--- config.mk ---
export PLATFORM = sky130hd
export DESIGN_NAME = keyed_record_table_top_flat
export DESIGN_NICKNAME = d
export VERILOG_FILES = /design/src/hw/rtl/krt_pkg.sv /design/src/hw/rtl/krt_req_if.sv /design/src/hw/rtl/krt_rsp_if.sv /design/src/hw/rtl/krt_ram.sv /design/src/hw/rtl/keyed_record_table_top.sv /design/src/flat_wrapper.sv
export SDC_FILE = /design/constraint.sdc
export NUM_CORES = 2
export LEC_CHECK = 0
export BUFFER_PORTS_ARGS = -buffer_cell sky130_fd_sc_hd__clkbuf_2
export CAP_MARGIN = 20
export CORE_MARGIN = 2
export CORE_UTILIZATION = 40
export CTS_BUF_LIST = sky130_fd_sc_hd__clkbuf_4 sky130_fd_sc_hd__clkbuf_8 sky130_fd_sc_hd__clkbuf_16
export DETAILED_ROUTE_END_ITERATION = 10
export HOLD_SLACK_MARGIN = 0.08
export PLACE_DENSITY_LB_ADDON = 0.12
export REMOVE_ABC_BUFFERS = 1
export SETUP_SLACK_MARGIN = 0.2
export SYNTH_ARGS = -nofsm -noshare
export SYNTH_HDL_FRONTEND = slang
export SYNTH_HIERARCHICAL = 1
export SYNTH_SLANG_ARGS = --single-unit
--- constraint.sdc ---
create_clock -name clk -period 7.65 [get_ports clk]
set_input_delay 1.1475 -clock clk [delete_from_list [all_inputs] [get_ports clk]]
set_output_delay 1.1475 -clock clk [all_outputs]
set_load 0.05 [all_outputs]
--- src/hw/rtl/krt_pkg.sv ---
`timescale 1ns / 1ps
// Package for the keyed record table: depth, field widths, request and
// status codes, record and result types, and the controller state type.
// No dependencies.
package krt_pkg;

	localparam int DEPTH = 64;
	localparam int IDX_W = $clog2(DEPTH);
	localparam int CNT_W = $clog2(DEPTH + 1);

	localparam int REQ_W   = 3;
	localparam int KEY_W   = 16;
	localparam int QTY_W   = 20;
	localparam int PRICE_W = 24;
	localparam int STAT_W  = 2;

	typedef enum logic [REQ_W-1:0] {
		REQ_ADD    = 3'd0,
		REQ_DELETE = 3'd1,
		REQ_SEARCH = 3'd2,
		REQ_UPDATE = 3'd3,
		REQ_DUMP   = 3'd4
	} req_type_t;

	typedef enum logic [STAT_W-1:0] {
		STAT_OK       = 2'd0,
		STAT_FULL     = 2'd1,
		STAT_EMPTY    = 2'd2,
		STAT_NOTFOUND = 2'd3
	} status_t;

	typedef struct packed {
		logic [KEY_W-1:0]   key;
		logic [QTY_W-1:0]   quantity;
		logic [PRICE_W-1:0] price_cents;
	} rec_t;

	localparam int REC_W = $bits(rec_t);

	typedef struct packed {
		status_t status;
		rec_t    rec;
		logic    last;
	} rsp_t;

	typedef enum logic [2:0] {
		SM_IDLE,
		SM_SCAN,
		SM_SHIFT,
		SM_RESP,
		SM_DUMP_RD,
		SM_DUMP_WR
	} state_t;

endpackage

--- src/hw/rtl/krt_req_if.sv ---
`timescale 1ns / 1ps
// Request channel of the keyed record table: valid, ready and the request fields.
// Depends on krt_pkg for the field widths.
interface krt_req_if;
	logic                          valid;
	logic                          ready;
	logic [krt_pkg::REQ_W-1:0]     req_type;
	logic [krt_pkg::KEY_W-1:0]     key;
	logic [krt_pkg::KEY_W-1:0]     new_key;
	logic [krt_pkg::QTY_W-1:0]     quantity;
	logic [krt_pkg::PRICE_W-1:0]   price_cents;

	modport source (output valid, req_type, key, new_key, quantity, price_cents,
		input ready);
	modport sink (input valid, req_type, key, new_key, quantity, price_cents,
		output ready);
endinterface

--- src/hw/rtl/krt_rsp_if.sv ---
`timescale 1ns / 1ps
// Result channel of the keyed record table: valid, ready and the result fields.
// Depends on krt_pkg for the field widths.
interface krt_rsp_if;
	logic                          valid;
	logic                          ready;
	logic [krt_pkg::STAT_W-1:0]    status;
	logic [krt_pkg::KEY_W-1:0]     out_key;
	logic [krt_pkg::QTY_W-1:0]     out_quantity;
	logic [krt_pkg::PRICE_W-1:0]   out_price_cents;
	logic                          last;

	modport source (output valid, status, out_key, out_quantity, out_price_cents, last,
		input ready);
	modport sink (input valid, status, out_key, out_quantity, out_price_cents, last,
		output ready);
endinterface

--- src/hw/rtl/krt_ram.sv ---
`timescale 1ns / 1ps
// Generic simple dual-port RAM with one write port and one registered read port.
// No dependencies.
module krt_ram #(
	parameter int WIDTH = 8,
	parameter int DEPTH = 64
) (
	input  logic                     clk,
	input  logic                     we,
	input  logic [$clog2(DEPTH)-1:0] waddr,
	input  logic [WIDTH-1:0]         wdata,
	input  logic [$clog2(DEPTH)-1:0] raddr,
	output logic [WIDTH-1:0]         rdata
);
	logic [WIDTH-1:0] mem [DEPTH];

	always_ff @(posedge clk) begin
		if (we) begin
			mem[waddr] <= wdata;
		end
	end

	always_ff @(posedge clk) begin
		rdata <= mem[raddr];
	end
endmodule

--- src/hw/rtl/keyed_record_table_top.sv ---
`timescale 1ns / 1ps
// Keyed record table: a fixed-depth table of key, quantity and price records.
// Depends on krt_pkg, krt_req_if, krt_rsp_if and krt_ram.
//
// Requests arrive on the req channel and results leave on the rsp channel;
// each transaction completes when valid and ready are both high. One request
// is worked on at a time, and req.ready is high only while the controller is
// idle. Records sit in one RAM with a registered read port; a scan reads one
// entry per cycle. Add writes its record from the idle state and answers from
// the result state. Search and update scan from the newest entry. Delete scans
// from the oldest entry and then moves every later record down one slot. Dump
// gives one result per record, newest first, with last set on the oldest
// record. Requests with an unknown code are taken and dropped.
// Results go through an output register, so a new request is taken while the
// previous result waits; when the receiver stalls, a finished request waits
// for that register to free up. Reset empties the table at once; the RAM
// contents are not cleared.
module keyed_record_table_top (
	input  logic      clk,
	input  logic      arst_n,
	krt_req_if.sink   req,
	krt_rsp_if.source rsp
);
	import krt_pkg::*;

	state_t            state_q, state_d;
	logic [CNT_W-1:0]  cnt_q, cnt_d;
	logic [IDX_W-1:0]  ptr_q, ptr_d;
	logic              issue_q, issue_d;
	req_type_t         op_q, op_d;
	logic [KEY_W-1:0]  key_q, key_d;
	rec_t              nrec_q, nrec_d;
	rsp_t              res_q, res_d;
	rsp_t              out_q, out_d;
	logic              out_vld_q;
	logic              out_load;
	logic              out_free;
	logic              rd_vld_s1;
	logic [IDX_W-1:0]  rd_idx_s1;
	logic              rd_en;
	logic              mem_we;
	logic [IDX_W-1:0]  mem_waddr;
	rec_t              mem_wdata;
	logic [REC_W-1:0]  mem_rdata;
	rec_t              rd_rec;
	logic [CNT_W-1:0]  cnt_m1;
	logic              up;
	logic              ptr_end;
	logic              s1_end;
	logic              s1_last_up;
	logic              s1_hit;

	krt_ram #(.WIDTH(REC_W), .DEPTH(DEPTH)) u_ram (
		.clk   (clk),
		.we    (mem_we),
		.waddr (mem_waddr),
		.wdata (mem_wdata),
		.raddr (ptr_q),
		.rdata (mem_rdata)
	);

	assign rd_rec     = rec_t'(mem_rdata);
	assign cnt_m1     = cnt_q - CNT_W'(1);
	assign up         = (op_q == REQ_DELETE);
	assign ptr_end    = up ? (ptr_q == cnt_m1[IDX_W-1:0]) : (ptr_q == '0);
	assign s1_last_up = (rd_idx_s1 == cnt_m1[IDX_W-1:0]);
	assign s1_end     = up ? s1_last_up : (rd_idx_s1 == '0);
	assign s1_hit     = (rd_rec.key == key_q);
	assign out_free   = !out_vld_q || rsp.ready;

	always_comb begin
		state_d   = state_q;
		cnt_d     = cnt_q;
		ptr_d     = ptr_q;
		issue_d   = issue_q;
		op_d      = op_q;
		key_d     = key_q;
		nrec_d    = nrec_q;
		res_d     = res_q;
		out_d     = res_q;
		out_load  = 1'b0;
		rd_en     = 1'b0;
		mem_we    = 1'b0;
		mem_waddr = ptr_q;
		mem_wdata = nrec_q;
		case (state_q)
			SM_IDLE: begin
				if (req.valid) begin
					key_d  = req.key;
					nrec_d = '{key: req.new_key, quantity: req.quantity,
						price_cents: req.price_cents};
					op_d   = req_type_t'(req.req_type);
					case (req.req_type)
						REQ_ADD: begin
							res_d = '{status: STAT_OK, rec: '0, last: 1'b1};
							if (cnt_q == CNT_W'(DEPTH)) begin
								res_d.status = STAT_FULL;
							end else begin
								mem_we    = 1'b1;
								mem_waddr = cnt_q[IDX_W-1:0];
								mem_wdata = '{key: req.key, quantity: req.quantity,
									price_cents: req.price_cents};
								cnt_d     = cnt_q + CNT_W'(1);
							end
							state_d = SM_RESP;
						end
						REQ_DELETE, REQ_SEARCH, REQ_UPDATE, REQ_DUMP: begin
							if (cnt_q == '0) begin
								res_d   = '{status: STAT_EMPTY, rec: '0, last: 1'b1};
								state_d = SM_RESP;
							end else if (req.req_type == REQ_DELETE) begin
								ptr_d   = '0;
								issue_d = 1'b1;
								state_d = SM_SCAN;
							end else if (req.req_type == REQ_DUMP) begin
								ptr_d   = cnt_m1[IDX_W-1:0];
								state_d = SM_DUMP_RD;
							end else begin
								ptr_d   = cnt_m1[IDX_W-1:0];
								issue_d = 1'b1;
								state_d = SM_SCAN;
							end
						end
						default: begin
						end
					endcase
				end
			end
			SM_SCAN: begin
				rd_en = issue_q;
				if (issue_q) begin
					if (ptr_end) begin
						issue_d = 1'b0;
					end else begin
						ptr_d = up ? ptr_q + IDX_W'(1) : ptr_q - IDX_W'(1);
					end
				end
				if (rd_vld_s1) begin
					if (s1_hit) begin
						rd_en   = 1'b0;
						issue_d = 1'b0;
						res_d   = '{status: STAT_OK, rec: rd_rec, last: 1'b1};
						state_d = SM_RESP;
						if (op_q == REQ_UPDATE) begin
							mem_we    = 1'b1;
							mem_waddr = rd_idx_s1;
							res_d.rec = nrec_q;
						end else if (op_q == REQ_DELETE) begin
							if (s1_last_up) begin
								cnt_d = cnt_m1;
							end else begin
								ptr_d   = rd_idx_s1 + IDX_W'(1);
								issue_d = 1'b1;
								state_d = SM_SHIFT;
							end
						end
					end else if (s1_end) begin
						rd_en   = 1'b0;
						issue_d = 1'b0;
						res_d   = '{status: STAT_NOTFOUND, rec: '0, last: 1'b1};
						state_d = SM_RESP;
					end
				end
			end
			SM_SHIFT: begin
				rd_en = issue_q;
				if (issue_q) begin
					if (ptr_end) begin
						issue_d = 1'b0;
					end else begin
						ptr_d = ptr_q + IDX_W'(1);
					end
				end
				if (rd_vld_s1) begin
					mem_we    = 1'b1;
					mem_waddr = rd_idx_s1 - IDX_W'(1);
					mem_wdata = rd_rec;
					if (s1_last_up) begin
						cnt_d   = cnt_m1;
						state_d = SM_RESP;
					end
				end
			end
			SM_RESP: begin
				if (out_free) begin
					out_load = 1'b1;
					out_d    = res_q;
					state_d  = SM_IDLE;
				end
			end
			SM_DUMP_RD: begin
				if (out_free) begin
					rd_en   = 1'b1;
					state_d = SM_DUMP_WR;
				end
			end
			SM_DUMP_WR: begin
				out_load = 1'b1;
				out_d    = '{status: STAT_OK, rec: rd_rec, last: (rd_idx_s1 == '0)};
				if (rd_idx_s1 == '0) begin
					state_d = SM_IDLE;
				end else begin
					ptr_d   = ptr_q - IDX_W'(1);
					state_d = SM_DUMP_RD;
				end
			end
			default: begin
				state_d = SM_IDLE;
			end
		endcase
	end

	always_ff @(posedge clk or negedge arst_n) begin
		if (!arst_n) begin
			state_q   <= SM_IDLE;
			cnt_q     <= '0;
			issue_q   <= 1'b0;
			rd_vld_s1 <= 1'b0;
			out_vld_q <= 1'b0;
		end else begin
			state_q   <= state_d;
			cnt_q     <= cnt_d;
			issue_q   <= issue_d;
			rd_vld_s1 <= rd_en;
			if (out_load) begin
				out_vld_q <= 1'b1;
			end else if (rsp.ready) begin
				out_vld_q <= 1'b0;
			end
		end
	end

	always_ff @(posedge clk) begin
		ptr_q     <= ptr_d;
		op_q      <= op_d;
		key_q     <= key_d;
		nrec_q    <= nrec_d;
		res_q     <= res_d;
		rd_idx_s1 <= ptr_q;
		if (out_load) begin
			out_q <= out_d;
		end
	end

	assign req.ready           = (state_q == SM_IDLE);
	assign rsp.valid           = out_vld_q;
	assign rsp.status          = out_q.status;
	assign rsp.out_key         = out_q.rec.key;
	assign rsp.out_quantity    = out_q.rec.quantity;
	assign rsp.out_price_cents = out_q.rec.price_cents;
	assign rsp.last            = out_q.last;
endmodule
--- src/flat_wrapper.sv ---
// flat-port wrapper written by rule: the top's interface ports become plain ports
module keyed_record_table_top_flat import krt_pkg::*;
  (clk, arst_n, req_valid, req_req_type, req_key, req_new_key, req_quantity, req_price_cents, req_ready, rsp_valid, rsp_status, rsp_out_key, rsp_out_quantity, rsp_out_price_cents, rsp_last, rsp_ready);
  krt_req_if req_i ();
  krt_rsp_if rsp_i ();
  input  logic clk;
  input  logic arst_n;
  input wire logic [$bits(req_i.valid)-1:0] req_valid;
  input wire logic [$bits(req_i.req_type)-1:0] req_req_type;
  input wire logic [$bits(req_i.key)-1:0] req_key;
  input wire logic [$bits(req_i.new_key)-1:0] req_new_key;
  input wire logic [$bits(req_i.quantity)-1:0] req_quantity;
  input wire logic [$bits(req_i.price_cents)-1:0] req_price_cents;
  output wire logic [$bits(req_i.ready)-1:0] req_ready;
  output wire logic [$bits(rsp_i.valid)-1:0] rsp_valid;
  output wire logic [$bits(rsp_i.status)-1:0] rsp_status;
  output wire logic [$bits(rsp_i.out_key)-1:0] rsp_out_key;
  output wire logic [$bits(rsp_i.out_quantity)-1:0] rsp_out_quantity;
  output wire logic [$bits(rsp_i.out_price_cents)-1:0] rsp_out_price_cents;
  output wire logic [$bits(rsp_i.last)-1:0] rsp_last;
  input wire logic [$bits(rsp_i.ready)-1:0] rsp_ready;
  assign req_i.valid = req_valid;
  assign req_i.req_type = req_req_type;
  assign req_i.key = req_key;
  assign req_i.new_key = req_new_key;
  assign req_i.quantity = req_quantity;
  assign req_i.price_cents = req_price_cents;
  assign req_ready = req_i.ready;
  assign rsp_valid = rsp_i.valid;
  assign rsp_status = rsp_i.status;
  assign rsp_out_key = rsp_i.out_key;
  assign rsp_out_quantity = rsp_i.out_quantity;
  assign rsp_out_price_cents = rsp_i.out_price_cents;
  assign rsp_last = rsp_i.last;
  assign rsp_i.ready = rsp_ready;
  keyed_record_table_top u_core (.clk(clk), .arst_n(arst_n), .req(req_i), .rsp(rsp_i));
endmodule
# Word-level counts from Yosys, hierarchy flattened
# Memory sizes are Yosys's and may differ from the RTL's. A register that Yosys moved wholly into a read port is not among the register bits.
# Cells that the tools add are included.
# word_totals
wordCells	182
register_bits	230
memories	1
output_inout_bits	65
ramBits	3840
# memory_table
name	depth	word_bits	read_ports	rd_clocked_by_memory_dff	wr	line_no	text
u_core.u_ram.mem	64	60	1	1	1	krt_ram.sv:15	logic [WIDTH-1:0] mem [DEPTH];
# op_classes
mux	100
add_sub_neg	6
eq_ne	35
reduce_logical	18
# ops
op	n
$mux 63	5
$mux 60	5
$pmux 63 s2	2
$mux 6	22
$pmux 60 s2	1
$mux 7	9
$mux 61	1
$mux 3	14
$mux 1	32
$pmux 6 s4	1
$pmux 7 s3	1
$ne 2x1->1 const B	10
$pmux 3 s6	1
$pmux 6 s3	1
$eq 16x16->1	1
$eq 3x2->1 const B	5
$add 6x1->6 const B	2
$eq 6x6->1	2
$logic_not 6->1	2
$ne 2x2->1 const B	6
$sub 6x1->6 const B	2
$eq 3x1->1 const B	3
$eq 3x3->1 const B	3
$pmux 1 s3	3
other kinds (21)	25

# Depth between registers and ports, before layout
# logic_depth
depth_word	11
mapped_depth	16
ltp_nobuf	12

# By module
# Netlist, hierarchy kept.
# modules_own_cells
mod	n_inst	area_each_um2	seq_area_each_um2	cells_per_inst
krt_ram	1	146445.5	116511.7	6203
keyed_record_table_top	1	11517.3	6751.5	1117

# Least setup slack after synthesis
# OpenSTA, ideal clock, no wires.
# synth_timing
kind	flip-flop to flip-flop
startpoint	reg u_core.cnt_q[0]
endpoint	mem u_core/u_ram/mem[28][0] in the netlist's numbering, enable pin
setup_time_ns	0.478
t_required_ns	7.172
synth_period_minus_slack_ns	6.704
t_arrival_ns	6.225
path_stages_with_launch	17
path_slack_ns	0.946
path_cell_list	dfrtp_1 -> buf_6 -> inv_1 -> ha_1 -> clkbuf_1 -> nor3b_2 -> nand3_1 -> a31oi_1 -> nor3_1 -> buf_2 -> a221oi_1 -> o21ai_0 -> clkbuf_1 -> or3b_2 -> or2_2 -> clkbuf_1 -> nor2_1
# synth_between
word_cells_on_any_way	11
classes_between	eq/ne (1); mux (10)
# synth_lines
element	line_no	text
from (decl)	keyed_record_table_top.sv:27	logic [CNT_W-1:0] cnt_q, cnt_d;
from (signal assigned)	keyed_record_table_top.sv:222	cnt_q <= cnt_d;
$eq 7x7->1	keyed_record_table_top.sv:96	if (cnt_q == CNT_W'(DEPTH)) begin
$mux 6	keyed_record_table_top.sv:96	
$mux 6	keyed_record_table_top.sv:93	case (req.req_type)
$mux 6	keyed_record_table_top.sv:88	if (req.valid) begin
$pmux 6 s3	keyed_record_table_top.sv:86	case (state_q)
via u_core.mem_waddr[1]	keyed_record_table_top.sv:42	logic [IDX_W-1:0] mem_waddr;
to (decl)	krt_ram.sv:15	
# The timed path passes the listed nets, and every way through them passes these cells.

# Worst setup path after layout
# layout_timing
startpoint	reg u_core.cnt_q[0]
endpoint	mem u_core/u_ram/mem[6][18] in the netlist's numbering, enable pin
# layout_between
elab_chain_cells	7
word_cells_on_any_way	11
classes_between	eq/ne (1); mux (10)
# layout_lines
element	line_no	text
$eq 7x7->1	keyed_record_table_top.sv:96	
$mux 1	keyed_record_table_top.sv:96	
$mux 1	keyed_record_table_top.sv:93	
$mux 1	keyed_record_table_top.sv:88	
$pmux 1 s3	keyed_record_table_top.sv:86	
via u_core.mem_we	keyed_record_table_top.sv:41	logic mem_we;
$mux 1	krt_ram.sv:18	if (we) begin
$mux 1 (not written as such)	krt_ram.sv:19	mem[waddr] <= wdata;
# The timed path passes the listed nets, and every way through them passes these cells.

==> results.cfg <==
[setup_path]
critPathMostFrequentCell = inv_1
cp-end-kind = register
critical_path_class = register to register
crit_arrival_ns = 7.12
crit_slowest_cell = o21ai_0
critPathLaunchType = register
crit_chain = inv_1, ha_1, nor3b_2, nand3_1, a31oi_1, o21bai_1, inv_1, o21ai_0, nand3b_1, or2_2, nor2_4, buf_4
crit_fanout = 31
r2r_setup_slack_ns = 1.11
max_stage_delay_ns = 0.85
crit_required_ns = 8.23

[sta]
hold_slack_ns = 0.3569
period_needed_ns = 6.541
finalCritPeriodShare_pct = 85.50
maxSlewViolCount = 0
hold_viol = 0
slew_headroom_pct = 6.021
tightestPinTransition_ns = 1.410
setup_viol = 0
setup_tns_ns = 0
fin_worst_skew_ns = 0.04624
fmax_ghz = 0.1529
rsz0062_at_grt = false
fin_ws_ns = 1.109

[run]
cap_violations = 0

[cts]
numCtsBuffers = 440
cts_sinks = 4129
worstSkewPairLatency_ns = 0.99
clkTransAtPathRegs_ns = 0.07
clk_path_buf_depth = 4
root_buffer = clkbuf_16
ctsHtreeMaxLevel = 5
cts_tree = built
cts-resized-gates = 0

[grt]
groute.usage.overall_pct = 23.97
grt_pass1_vias = 80132
grt_start_max_net_pins = 92
grt-ovfl-total = 0
grt_pass1_wl_um = 665500
antenna_found_initial = 32

[die]
core_um2 = 392800
die_y_um = 632.4
dieArea_um2 = 399900
pin_count = 148
die_w_um = 632.4
rows = 230
initial_core_util_pct = 40.21

[synth]
async_reset_ff_share_pct = 0.3148
ys_ff_latch = 4129
synth.area.top_cells = edfxtp_1 77%, mux4_2 13%, nand2_1 0.93%, dfxtp_1 0.84%, a221oi_1 0.62%
synth_warnings = 6
yosys.area.top_type = edfxtp_1
syn_area_um2 = 158000
yosysSeqAreaShare_pct = 78.03
synth.distinct_cells = 76
ys.flop_type = edfxtp_1
synth_top_area_share_pct = 76.99
avgSynthCellArea_um2 = 21.58
synthCells = 7320
synth_edf_count = 4050

[layout]
multi_input_area_um2 = 32780
layout_common_cells = 4,050 x edfxtp_1, 936 x mux4_2, 449 x clkbuf_16
seq_area_um2 = 123300
final_util_pct = 46.06
fin_nets = 7892
fillCellCount = 32776
drive_above_1_share_pct = 27.86
final_cell_count_no_fill = 13400
synthToLayoutAreaGrowth_pct = 14.55
layout_commonest_cell = edfxtp_1

[routing]
via_per_inst = 5.997
final_antenna_net_count = 0
wire_per_inst_um = 36.13
drt_iter0_markers = 10856
drc = 0
drt_pass1_iterations = 9
wirelength_um = 484100
vias = 80362

[place]
gp_congestion = 0.8525
dp_cells = 12576
hpwl_um = 280000
port_buffers = 147
dp_slack_ns = 1.061

[min_path]
min-delay-path-class = input port to register

[power_and_ir_drop]
powerDensity_nw_per_um2 = 421.0
peakVddDrop_mv = 0.3800
p_leak_nw = 57.07

[run_status]
outcome = completed
worst max-delay path: cells and delay by family, from the launching register on:
family	cells	cell delay [ns]
flip-flops	1	0.51
buffers and inverters	3	1.09
AND/OR/NAND/NOR	5	2.06
adder cells (fa/ha/maj)	1	0.35
AO/OA/AOI/OAI	3	2.00
state kept, by name, summed over array words and instances, names as in the netlist:
register,count
u_core/nrec_q,60
u_core/rsp.status,2
u_core/rd_vld_s1,1
u_core/state_q,3
u_core/rsp.out_key,16
u_core/rsp.last,1
u_core/rsp.valid,1
u_core/cnt_q,7
u_core/ptr_q,6
u_core/u_ram/rdata,60
u_core/issue_q,1
u_core/rsp.out_price_cents,24
u_core/op_q,3
u_core/rsp.out_quantity,20
u_core/res_q,62
u_core/rd_idx_s1,6
u_core/u_ram/mem,3840
u_core/key_q,16
routing by layer:
| metal | global-route usage (%) | share of wire, % | vias to the layer above | wire, um |
|---|---|---|---|---|
| li1 | - | - | 31961 | - |
| met1 | 34.39 | 42 | 44077 | 202600 |
| met2 | 38.21 | 47 | 3639 | 229100 |
| met3 | 3.465 | 7.6 | 679 | 36780 |
| met4 | 7.124 | 3.2 | 6 | 15570 |
| met5 | 0 | 0.0097 | - | 47 |
layout make-up:
| type | instances | share of cell area (%) |
|---|---|---|
| Inverter | 75 | 0.1556 |
| Clock buffer | 584 | 6.836 |
| Clock inverter | 230 | 0.9563 |
| Multi-Input combinational cell | 2679 | 18.12 |
| Sequential cell | 4129 | 68.12 |
| Tap cell | 5220 | 3.610 |
| Antenna cell | 6 | 0.008298 |
| Timing Repair Buffer | 477 | 2.194 |
kinds of logic (layout without fill, tap and decap cells):
group | count (synthesis) | in the layout | share of synthesized area [%]
DFF | 4129 | 4129 | 78.03
buffers and inverters | 512 | 1366 | 1.609
xor gates and xnor gates | 45 | 45 | 0.2756
muxes | 1060 | 1060 | 14.17
AOI/OAI and AO/OA | 824 | 824 | 3.815
and+or+nand+nor | 743 | 743 | 2.044
other | 0 | 6 | 0
adders and majority gates | 7 | 7 | 0.05544
synth_stat cells (11+ instances only):
cell type,number
buf_4,64
nand3_1,23
mux2_2,47
clkbuf_1,223
dfrtp_1,13
o31ai_1,11
xor2_1,32
o21ai_0,25
nor2_1,184
buf_6,33
mux4_2,936
dfxtp_1,66
a221oi_1,112
a21oi_1,166
a211oi_1,43
o221ai_1,37
o22ai_1,154
a222oi_1,60
nand2_1,393
a22o_1,77
nand2b_1,14
buf_2,89
a22oi_1,85
edfxtp_1,4050
inv_1,75
nor2b_1,22
nor3_1,30
mux2i_1,77
buf_1,26
metrics by stage:
step | total power [mW] | area (um^2)
final | 76.17 | 180900
after global routing | 78.78 | 180900
after CTS | 76.85 | 180800
after detailed placement | 56.10 | 166700
after global placement | 55.79 | 166600
after floorplan | 44.30 | 155700
power breakdown:
| group | internal (mW) | switching, mW | leakage (nW) |
|---|---|---|---|
| logic | 7.84 | 17.2 | 12.8 |
| clock network | 12.0 | 8.76 | 7.04 |
| registers | 29.7 | 0.719 | 37.2 |
path summary, 6_finish.rpt:
path	start	to	cells past startpoint
worst max-delay path	u_core/cnt_q[0]	u_core/u_ram/mem[6][18]	12
worst min-delay path	req_new_key[13]	u_core/nrec_q[57]	1
worst max register to register	u_core/cnt_q[0]	u_core/u_ram/mem[6][18]	12
worst min register to register	u_core/cnt_q[6]	u_core/cnt_q[6]	1
max in group asynchronous	arst_n	u_core/cnt_q[1]	2
min in group asynchronous	arst_n	u_core/rsp.valid	2
repair_timing:
action | in CTS | in global routing
hold endpoints to repair | 13 | 0
buffers inserted | 0 | 0
hold buffers | 1 | 0
Note: power is estimated with default switching activity, not from simulation.
